===== config.mk =====
export PLATFORM = sky130hd
export DESIGN_NAME = tcp_client_connection_tracker_unit
export DESIGN_NICKNAME = d
export VERILOG_FILES = /design/src/rtl/tct_pkg.sv /design/src/rtl/tct_datapath.sv /design/src/rtl/tct_ctrl.sv /design/src/rtl/tcp_client_connection_tracker_unit.sv
export VERILOG_INCLUDE_DIRS = /design/src /design/src/rtl
export SDC_FILE = /design/constraint.sdc
export NUM_CORES = 2
export LEC_CHECK = 0
export BUFFER_PORTS_ARGS = -buffer_cell sky130_fd_sc_hd__buf_2
export CAP_MARGIN = 20
export CORE_UTILIZATION = 62
export DETAILED_ROUTE_END_ITERATION = 6
export HOLD_SLACK_MARGIN = 0.1
export PLACE_DENSITY_LB_ADDON = 0.15
export SLEW_MARGIN = 20
export SYNTH_ARGS = -nofsm -noshare
export SYNTH_HDL_FRONTEND = slang
export SYNTH_SLANG_ARGS = --single-unit

===== constraint.sdc =====
create_clock -name clk -period 11.45 [get_ports clk]
set_clock_uncertainty 0.05 [all_clocks]
set_input_delay 1.145 -clock clk [delete_from_list [all_inputs] [get_ports clk]]
set_output_delay 1.145 -clock clk [all_outputs]
set_load 0.03 [all_outputs]

===== src/rtl/tcp_client_connection_tracker_unit_defines.svh =====
// Assertion macros used by the tracker controller
`ifndef TCP_CLIENT_CONNECTION_TRACKER_UNIT_DEFINES_SVH
`define TCP_CLIENT_CONNECTION_TRACKER_UNIT_DEFINES_SVH

// implication checked each clock, muted in reset
`define TCT_ASSERT_IMP(lbl, ante, cons, msg) \
  lbl: assert property (@(posedge clk) disable iff (!rst_n) (ante) |-> (cons)) \
    else $error(msg);

// next-cycle implication, muted in reset
`define TCT_ASSERT_NXT(lbl, ante, cons, msg) \
  lbl: assert property (@(posedge clk) disable iff (!rst_n) (ante) |=> (cons)) \
    else $error(msg);

`endif


===== src/rtl/tct_pkg.sv =====
`timescale 1ns / 1ps
package tct_pkg;
  localparam int ConnEntries = 16;
  localparam int IdxW = (ConnEntries > 1) ? $clog2(ConnEntries) : 1;

  localparam logic [2:0] ST_UNUSED = 3'd0;
  localparam logic [2:0] ST_OPENING = 3'd1;
  localparam logic [2:0] ST_ESTABLISHED = 3'd2;
  localparam logic [2:0] ST_FIN_OUT = 3'd3;
  localparam logic [2:0] ST_FIN_ACKED = 3'd4;
  localparam logic [2:0] ST_TIME_WAIT = 3'd5;
  localparam logic [2:0] ST_CLOSED = 3'd6;

  localparam logic [2:0] K_HEADER = 3'd0;
  localparam logic [2:0] K_ACCEPT = 3'd1;
  localparam logic [2:0] K_IGNORE = 3'd2;
  localparam logic [2:0] K_CSUM = 3'd3;
  localparam logic [2:0] K_SEQ = 3'd4;
  localparam logic [2:0] K_NOCONN = 3'd5;
  localparam logic [2:0] K_FULL = 3'd6;

  localparam logic [5:0] FL_ACK = 6'h10;
  localparam logic [5:0] FL_SYN = 6'h02;
  localparam logic [5:0] FL_FIN = 6'h01;

  localparam logic CFG_SEQ_BASE = 1'b0;
  localparam logic CFG_INIT_WIN = 1'b1;

  localparam logic [15:0] HDR_LEN = 16'd20;

  typedef enum logic [2:0] {
    S_IDLE, S_SCAN, S_EXEC, S_OUT1, S_OUT2
  } state_t;

  typedef struct packed {
    logic load;      // capture input item, start scan
    logic step;      // advance scan pointer
    logic exec;      // decide and write back
    logic out_ld1;   // first result into output register
    logic out_ld2;   // second result into output register
  } cmd_t;

  typedef struct packed {
    logic scan_done;
    logic two_res;
  } sts_t;
endpackage


===== src/rtl/tct_datapath.sv =====
`timescale 1ns / 1ps
module tct_datapath (
  input  logic                clk,
  input  logic                rst_n,
  input  tct_pkg::cmd_t       cmd,
  output tct_pkg::sts_t       sts,
  input  logic                cfg_we,
  input  logic                cfg_index,
  input  logic [31:0]         cfg_wdata,
  input  logic                in_op,
  input  logic [31:0]         in_local_addr,
  input  logic [15:0]         in_local_port,
  input  logic [31:0]         in_remote_addr,
  input  logic [15:0]         in_remote_port,
  input  logic [5:0]          in_seg_flags,
  input  logic [31:0]         in_rx_seq,
  input  logic [31:0]         in_rx_ack,
  input  logic [15:0]         in_segment_len,
  input  logic                in_checksum_ok,
  output logic [2:0]          out_kind,
  output logic [3:0]          out_conn_index,
  output logic [31:0]         out_tx_seq,
  output logic [31:0]         out_tx_ack,
  output logic [15:0]         out_tx_window,
  output logic [5:0]          out_tx_flags,
  output logic [2:0]          out_conn_status,
  output logic                out_last
);
  localparam int N = tct_pkg::ConnEntries;
  localparam int W = tct_pkg::IdxW;

  logic [31:0] seq_base_r;
  logic [15:0] init_win_r;

  logic [2:0]  st_r [N];
  logic [31:0] la_r [N];
  logic [31:0] ra_r [N];
  logic [15:0] lp_r [N];
  logic [15:0] rp_r [N];
  logic [31:0] sq_r [N];
  logic [31:0] ak_r [N];
  logic [15:0] wn_r [N];

  // captured item
  logic        op_r, cs_r;
  logic [31:0] ila_r, ira_r, rseq_r, rack_r;
  logic [15:0] ilp_r, irp_r, slen_r;
  logic [5:0]  fl_r;

  // one entry is examined per cycle
  logic [W-1:0] ptr_r;
  logic        hit_r, free_v_r;
  logic [W-1:0] hit_idx_r, free_idx_r;

  // second result held until first one goes
  logic [2:0]  k2_r, st2_r;
  logic [W-1:0] i2_r;
  logic        two_r;

  logic [W-1:0] pi;
  logic        match;
  assign pi = ptr_r;
  assign match = (st_r[pi] != tct_pkg::ST_UNUSED) && la_r[pi] == ila_r &&
                 lp_r[pi] == ilp_r && ra_r[pi] == ira_r && rp_r[pi] == irp_r;
  assign sts = tct_pkg::sts_t'{scan_done: (ptr_r == W'(N - 1)), two_res: two_r};

  always_ff @(posedge clk) begin
    if (!rst_n) begin
      seq_base_r <= 32'd1;
      init_win_r <= 16'd1;
    end else if (cfg_we) begin
      if (cfg_index == tct_pkg::CFG_SEQ_BASE) seq_base_r <= cfg_wdata;
      else init_win_r <= cfg_wdata[15:0];
    end
  end

  // execution decision
  logic [W-1:0] ei;
  logic [2:0]  cur, nst, kind1, kind2;
  logic        wr_tuple, wr_sa, is_hdr2, res1_only;
  logic [31:0] nsq, nak, seq_p1;
  logic [15:0] nwn;
  logic        fa, fs, ff;

  always_comb begin
    fa = (fl_r & tct_pkg::FL_ACK) != 6'd0;
    fs = (fl_r & tct_pkg::FL_SYN) != 6'd0;
    ff = (fl_r & tct_pkg::FL_FIN) != 6'd0;
    ei = hit_r ? hit_idx_r : free_idx_r;
    cur = hit_r ? st_r[ei] : tct_pkg::ST_CLOSED;
    seq_p1 = sq_r[ei] + 32'd1;
    nst = cur;
    nsq = hit_r ? sq_r[ei] : seq_base_r + 32'(ei);
    nak = hit_r ? ak_r[ei] : 32'd0;
    nwn = hit_r ? wn_r[ei] : init_win_r;
    wr_tuple = 1'b0;
    wr_sa = 1'b0;
    is_hdr2 = 1'b0;
    res1_only = 1'b0;
    kind1 = tct_pkg::K_ACCEPT;
    kind2 = tct_pkg::K_ACCEPT;
    if (!op_r) begin
      if (!hit_r && !free_v_r) begin
        res1_only = 1'b1;
        kind1 = tct_pkg::K_FULL;
      end else begin
        wr_tuple = !hit_r;
        wr_sa = !hit_r;
        kind1 = tct_pkg::K_HEADER;
        if (cur == tct_pkg::ST_CLOSED && fl_r == tct_pkg::FL_SYN)
          nst = tct_pkg::ST_OPENING;
        else if (cur == tct_pkg::ST_ESTABLISHED &&
                 (fl_r == tct_pkg::FL_FIN || fl_r == (tct_pkg::FL_FIN | tct_pkg::FL_ACK)))
          nst = tct_pkg::ST_FIN_OUT;
      end
    end else if (!cs_r) begin
      res1_only = 1'b1;
      kind1 = tct_pkg::K_CSUM;
    end else if (!hit_r) begin
      res1_only = 1'b1;
      kind1 = tct_pkg::K_NOCONN;
    end else begin
      kind1 = tct_pkg::K_ACCEPT;
      case (cur)
        tct_pkg::ST_OPENING: begin
          if (!(fs && fa)) kind1 = tct_pkg::K_IGNORE;
          else if (rack_r != seq_p1) kind1 = tct_pkg::K_SEQ;
          else begin
            nsq = rack_r; nak = rseq_r + 32'd1; wr_sa = 1'b1;
            nst = tct_pkg::ST_ESTABLISHED; is_hdr2 = 1'b1;
          end
        end
        tct_pkg::ST_ESTABLISHED: begin
          if (fa) begin
            if (fs) kind1 = tct_pkg::K_IGNORE;
            else begin
              nsq = rack_r; wr_sa = 1'b1;
              nak = rseq_r + ((slen_r > tct_pkg::HDR_LEN) ?
                    32'(slen_r - tct_pkg::HDR_LEN) : 32'd1);
            end
          end
        end
        tct_pkg::ST_FIN_OUT: begin
          if (!fa || ff) kind1 = tct_pkg::K_IGNORE;
          else if (rack_r != seq_p1) kind1 = tct_pkg::K_SEQ;
          else nst = tct_pkg::ST_FIN_ACKED;
        end
        tct_pkg::ST_FIN_ACKED: begin
          if (!fa || !ff) kind1 = tct_pkg::K_IGNORE;
          else if (rack_r != seq_p1) kind1 = tct_pkg::K_SEQ;
          else begin
            nsq = rack_r; nak = rseq_r + 32'd1; wr_sa = 1'b1;
            nst = tct_pkg::ST_CLOSED; is_hdr2 = 1'b1;
          end
        end
        default: ;
      endcase
      if (is_hdr2) begin
        kind2 = kind1;
        kind1 = tct_pkg::K_HEADER;
      end
    end
  end

  always_ff @(posedge clk) begin
    if (!rst_n) begin
      for (int j = 0; j < N; j++) st_r[j] <= tct_pkg::ST_UNUSED;
      ptr_r <= '0;
      hit_r <= 1'b0;
      free_v_r <= 1'b0;
      two_r <= 1'b0;
    end else begin
      if (cmd.load) begin
        ptr_r <= '0;
        hit_r <= 1'b0;
        free_v_r <= 1'b0;
      end else if (cmd.step) begin
        ptr_r <= ptr_r + W'(1);
        if (match && !hit_r) begin
          hit_r <= 1'b1;
          hit_idx_r <= pi;
        end
        if (st_r[pi] == tct_pkg::ST_UNUSED && !free_v_r) begin
          free_v_r <= 1'b1;
          free_idx_r <= pi;
        end
      end
      if (cmd.exec) begin
        two_r <= is_hdr2;
        if (!res1_only) begin
          st_r[ei] <= nst;
          if (wr_tuple) begin
            la_r[ei] <= ila_r; lp_r[ei] <= ilp_r;
            ra_r[ei] <= ira_r; rp_r[ei] <= irp_r;
            wn_r[ei] <= nwn;
          end
          if (wr_sa) begin
            sq_r[ei] <= nsq;
            ak_r[ei] <= nak;
          end
        end
      end
    end
  end

  always_ff @(posedge clk) begin
    if (cmd.load) begin
      op_r <= in_op; cs_r <= in_checksum_ok;
      ila_r <= in_local_addr; ilp_r <= in_local_port;
      ira_r <= in_remote_addr; irp_r <= in_remote_port;
      fl_r <= in_seg_flags; rseq_r <= in_rx_seq;
      rack_r <= in_rx_ack; slen_r <= in_segment_len;
    end
    if (cmd.out_ld1) begin
      out_kind <= kind1;
      out_conn_index <= res1_only ? 4'd0 : 4'(ei);
      out_conn_status <= res1_only ? tct_pkg::ST_UNUSED : nst;
      out_last <= !is_hdr2;
      if (kind1 == tct_pkg::K_HEADER) begin
        out_tx_seq <= nsq; out_tx_ack <= nak; out_tx_window <= nwn;
        out_tx_flags <= is_hdr2 ? tct_pkg::FL_ACK : fl_r;
      end else begin
        out_tx_seq <= '0; out_tx_ack <= '0; out_tx_window <= '0;
        out_tx_flags <= '0;
      end
      k2_r <= kind2; st2_r <= nst; i2_r <= ei;
    end
    if (cmd.out_ld2) begin
      out_kind <= k2_r;
      out_conn_index <= 4'(i2_r);
      out_conn_status <= st2_r;
      out_last <= 1'b1;
      out_tx_seq <= '0; out_tx_ack <= '0; out_tx_window <= '0;
      out_tx_flags <= '0;
    end
  end
endmodule


===== src/rtl/tct_ctrl.sv =====
`timescale 1ns / 1ps
`include "tcp_client_connection_tracker_unit_defines.svh"
module tct_ctrl (
  input  logic          clk,
  input  logic          rst_n,
  input  logic          in_valid,
  output logic          in_ready,
  output logic          out_valid,
  input  logic          out_ready,
  output tct_pkg::cmd_t cmd,
  input  tct_pkg::sts_t sts
);
  tct_pkg::state_t state_r, state_nxt;

  always_ff @(posedge clk) begin
    if (!rst_n) state_r <= tct_pkg::S_IDLE;
    else state_r <= state_nxt;
  end

  always_comb begin
    state_nxt = state_r;
    cmd = '0;
    in_ready = 1'b0;
    out_valid = 1'b0;
    case (state_r)
      tct_pkg::S_IDLE: begin
        in_ready = 1'b1;
        if (in_valid) begin
          cmd.load = 1'b1;
          state_nxt = tct_pkg::S_SCAN;
        end
      end
      tct_pkg::S_SCAN: begin
        cmd.step = 1'b1;
        if (sts.scan_done) state_nxt = tct_pkg::S_EXEC;
      end
      tct_pkg::S_EXEC: begin
        cmd.exec = 1'b1;
        cmd.out_ld1 = 1'b1;
        state_nxt = tct_pkg::S_OUT1;
      end
      tct_pkg::S_OUT1: begin
        out_valid = 1'b1;
        if (out_ready) begin
          if (sts.two_res) begin
            cmd.out_ld2 = 1'b1;
            state_nxt = tct_pkg::S_OUT2;
          end else state_nxt = tct_pkg::S_IDLE;
        end
      end
      tct_pkg::S_OUT2: begin
        out_valid = 1'b1;
        if (out_ready) state_nxt = tct_pkg::S_IDLE;
      end
      default: state_nxt = tct_pkg::S_IDLE;
    endcase
  end

  `TCT_ASSERT_IMP(a_rdy_idle, in_ready, !out_valid, "ready while result pending")
  `TCT_ASSERT_NXT(a_load_scan, in_valid && in_ready, state_r == tct_pkg::S_SCAN,
                  "accepted item did not start scan")
  `TCT_ASSERT_NXT(a_exec_out, cmd.exec, out_valid, "result not shown after exec")
endmodule


===== src/rtl/tcp_client_connection_tracker_unit.sv =====
`timescale 1ns / 1ps
// Flow: accept, entry-by-entry scan of all ConnEntries entries, exec, then result.
// A new item is taken only once the last result (and any second result) has been
//   accepted on the output side; the entry-by-entry tuple scan sets the pace.
// Reset (rst_n, synchronous): all entries unused, seq_base 1, initial_window 1.
// Tuple, seq, ack and window stores are not reset.
module tcp_client_connection_tracker_unit (
  input  logic        clk,
  input  logic        rst_n,
  input  logic        cfg_we,
  input  logic        cfg_index,
  input  logic [31:0] cfg_wdata,
  input  logic        in_valid,
  output logic        in_ready,
  input  logic        in_op,
  input  logic [31:0] in_local_addr,
  input  logic [15:0] in_local_port,
  input  logic [31:0] in_remote_addr,
  input  logic [15:0] in_remote_port,
  input  logic [5:0]  in_seg_flags,
  input  logic [31:0] in_rx_seq,
  input  logic [31:0] in_rx_ack,
  input  logic [15:0] in_segment_len,
  input  logic        in_checksum_ok,
  output logic        out_valid,
  input  logic        out_ready,
  output logic [2:0]  out_kind,
  output logic [3:0]  out_conn_index,
  output logic [31:0] out_tx_seq,
  output logic [31:0] out_tx_ack,
  output logic [15:0] out_tx_window,
  output logic [5:0]  out_tx_flags,
  output logic [2:0]  out_conn_status,
  output logic        out_last
);
  tct_pkg::cmd_t cmd;
  tct_pkg::sts_t sts;

  // controller: handshakes and step sequencing
  tct_ctrl u_ctrl (
    .clk, .rst_n, .in_valid, .in_ready, .out_valid, .out_ready, .cmd, .sts
  );

  // datapath: table, scan, decision, output register
  tct_datapath u_dp (
    .clk, .rst_n, .cmd, .sts, .cfg_we, .cfg_index, .cfg_wdata,
    .in_op, .in_local_addr, .in_local_port, .in_remote_addr, .in_remote_port,
    .in_seg_flags, .in_rx_seq, .in_rx_ack, .in_segment_len, .in_checksum_ok,
    .out_kind, .out_conn_index, .out_tx_seq, .out_tx_ack, .out_tx_window,
    .out_tx_flags, .out_conn_status, .out_last
  );
endmodule

==> results.md <==
* Worst-margin pin slew at 1140 ps
* Yosys top cell area share at 71.9%
* # setup viols final at 0
* Nets at 8171
* Critical R2R Capture: u_dp.ak_r[15][17]
* Drt pass-1 iters at 6
* I/O Pins at 321
* Post-synthesis sequential area ratio at 74.2%
* Number of global-route vias before repair at 71500
* Crit. Startpoint: u_dp.hit_r
* Htree depth at 5
* Initial Utilization at 62.6%
* Power Dens Cells at 177 nW/µm²
* Placed standard-cell area at 134000 µm²
* Final Cycle Share at 79.6%
* Mapped cell area at 129000 µm²
* RSZ-0062 raised after global routing: no
* Hold WC Path Type: in -> reg
* Dominant synthesized flop cell: edfxtp_1
* Setup WS pre-CTS at 2530 ps
* Dpl cells at 10300
* Fill count at 12800
* Max_cap viols at 0
* CP startpoint kind: flip-flop
* Lkg Pwr at 47.1 nW
* Max Clk Rate at 110 MHz
* Die X at 457 µm
* Post-CTS Setup Repair Bufs at 0
* Yosys top cell by area: edfxtp_1
* Layout cells sized above 1 at 19.7%
* Clock Tree Buf Depth at 4
* Design area at 144000 µm²
* Post-detail-place hpwl at 192000 µm
* Post-route ant nets at 0
* Syn Inst Count at 7498
* GRT Resource Usage Total at 32.5%
* Placeable Area at 205000 µm²
* Slew margin rel. at 23.8%
* Root Buffer: clkbuf_16
* Starting DRT DRC Count at 9960
* Routed WL at 340000 µm
* Worst Setup EP: u_dp.ak_r[15][17]
* Setup TNS at 0 ps
* Final Max Tran Viols at 0
* Avg Cell Area, Syn at 17.1 µm²
* CTS clk-pin slew, worst paths at 60 ps
* Worst setup path category: reg -> reg
* Syn-to-layout area delta at 12.0%
* Worst reg-to-reg setup slack at 2330 ps
* Hold buffer count at CTS at 0
* First-pass GRT wire length at 491000 µm
* Layout Cells excl Fill at 10800
* Critical Path RT at 12000 ps
* Maximum vdd ir drop at 174 µV
* Cell variety after synth at 101
* Initial antenna violation count at 10
* CP Capture Type: flip-flop
* Critical Path AT at 9660 ps
* Clock Sinks at 3225
* Crit Path Max Fanout at 51
* Gr ovfl total at 0
* Synth Warn # at 0
* Gp weighted congestion at 0.927
* Worst-Skew Late Latency at 960 ps
* Register Area at 95400 µm²
* Synth top area cells: edfxtp_1 (72%), mux4_2 (9.3%), nand2_1 (3.0%)
* Vias at 72800
* Reg2reg path depth at 22
* Inserted Clock Buffers at 331
* Die area at 209000 µm²
* Fin util at 70.1%
* Largest net degree at the start of global routing at 116
* Tmin final at 9120 ps
* Final number of hold-violating endpoints at 0
* Vias per Instance at 6.72
* Slack of the critical path at 2330 ps
* Outcome: finished, final reports clean
* Synthesized flop and latch total at 3225
* Multi-input logic area at 31600 µm²
* Post-CTS sizing at 0
* Worst r2r src: u_dp.hit_r
* Number of synthesized flops with an enable pin at 3076
* Post-synthesis async set-or-reset flop share at 0%
* Num rows at 166
* Die Ht at 457 µm
* Drt drc at 0
* Per-cell routed wire length at 31.3 µm
* Number of I/O port buffers at 320
* CTS tree: yes
==> worst max-delay path, stage by stage, from the launching register on <==
cell	delay, ps
dfxtp_4	450
buf_4	630
mux2i_4	330
buf_4	320
nand2_1	550
o21ai_1	440
nor2_1	220
inv_1	100
ha_1	180
inv_1	70
nor4_2	460
and4_1	380
nand3_1	400
a2111oi_2	580
o22ai_1	130
or4_1	610
or4_1	420
buf_4	260
o21ai_4	530
a21oi_4	40
buf_4	290
nor2_4	860
buf_12	340
==> metal layers <==
| metal | global-route usage (%) | wire (µm) |
|---|---|---|
| met4 | 13.8 | 15500 |
| met3 | 5.36 | 31800 |
| met5 | 0 | 52 |
| met2 | 51.3 | 163000 |
| met1 | 45.4 | 130000 |
==> cells in the final DEF (no fill, tap or decap), types with 36 or more instances in the layout <==
cell and count:
a21boi_0 54, a21oi_1 93, a22o_1 65, a311oi_1 78
a31oi_1 48, a32oi_1 39, and3_1 71, buf_2 321
buf_4 149, clkbuf_1 68, clkbuf_16 336, clkinv_1 69
clkinv_2 52, dfxtp_1 144, edfxtp_1 3076, ha_1 40
inv_1 52, mux2i_1 97, mux4_2 533, nand2_1 1025
nand3_1 376, nand4_1 53, nor2_1 187, nor2_4 38
nor3_1 47, nor4_1 42, o211ai_1 40, o21ai_0 97
o21bai_1 36, o22ai_1 113, xnor2_1 121, xor2_1 107
==> cell families (layout without fill, tap and decap cells) <==
family	count (synthesis)	after routing	synth area share [%]
flops	3225	3225	74.2
compound gates	903	903	5.13
buf+inv	480	1133	1.59
xor+xnor	228	228	1.55
simple gates	1977	1977	6.89
fa+ha+maj	42	42	0.421
other cells	2	5	0.00584
mux	641	641	10.2
==> Yosys cell counts (20+ instances only) <==
cell type and number:
ha_1 40, nand4_1 53, buf_2 41, inv_1 53
a21oi_1 94, a22o_1 65, xor2_1 107, a311oi_1 78
clkbuf_1 233, nor4_1 42, a22oi_1 20, o21ai_0 98
xnor2_1 121, nor2_1 230, buf_1 114, o211ai_1 40
edfxtp_1 3076, nor3_1 48, mux2i_1 99, nand3_1 376
and3_1 71, a21boi_0 54, o21bai_1 36, a32oi_1 39
nand2_1 1025, dfxtp_1 149, buf_4 21, o22ai_1 114
a31oi_1 61, a21o_1 23, mux4_2 533
==> worst min path at each step <==
| stage | from | end | cells after the start |
|---|---|---|---|
| global route | in_local_addr[23] | u_dp.ila_r[23] | 1 |
| CTS | in_local_addr[23] | u_dp.ila_r[23] | 1 |
| floorplan | u_dp.two_r | u_dp.two_r | 2 |
| finish | in_local_addr[23] | u_dp.ila_r[23] | 1 |
| global placement | u_dp.out_tx_ack[26] | u_dp.out_tx_ack[26] | 2 |
| detailed placement | u_dp.out_tx_ack[31] | u_dp.out_tx_ack[31] | 2 |
==> area by class of cell <==
class	count	area share [%]
tap	2688	2.34
clock inverter	163	0.878
inverter	59	0.170
sequential	3225	66.3
timing repair buffer	496	2.26
antenna	2	0.00348
multi-input combinational	3794	22.0
clock buffer	415	6.12
==> flip-flops by register name, indices dropped and copies added, names as in the netlist, 6 cells and up, named ones only <==
signal / cells
u_dp.wn_r: 256
u_dp.init_win_r: 16
u_dp.rack_r: 32
u_dp.rseq_r: 32
u_dp.la_r: 512
u_dp.slen_r: 16
u_dp.irp_r: 16
u_dp.sq_r: 512
u_dp.ilp_r: 16
u_dp.st_r: 48
u_dp.ra_r: 512
u_dp.rp_r: 256
u_dp.fl_r: 6
u_dp.out_tx_ack: 32
u_dp.ila_r: 32
u_dp.lp_r: 256
u_dp.out_tx_window: 16
u_dp.seq_base_r: 32
u_dp.out_tx_seq: 32
u_dp.ira_r: 32
u_dp.out_tx_flags: 6
u_dp.ak_r: 512
==> where the power goes <==
| part | internal (W) | switching [W] | total [W] |
|---|---|---|---|
| clock network | 0.00582 | 0.00434 | 0.0102 |
| registers | 0.0132 | 0.000370 | 0.0136 |
| logic | 0.000729 | 0.00103 | 0.00176 |
==> stage by stage <==
| stage | total power (W) | hold WS (ps) |
|---|---|---|
| finish | 0.0255 | 286 |
| global route | 0.0262 | 245 |
| CTS | 0.0256 | 229 |
| detailed placement | 0.0156 | 388 |
| global placement | 0.0156 | 390 |
| floorplan | 0.0149 | 391 |
Note: power is estimated with default switching activity, not from simulation.
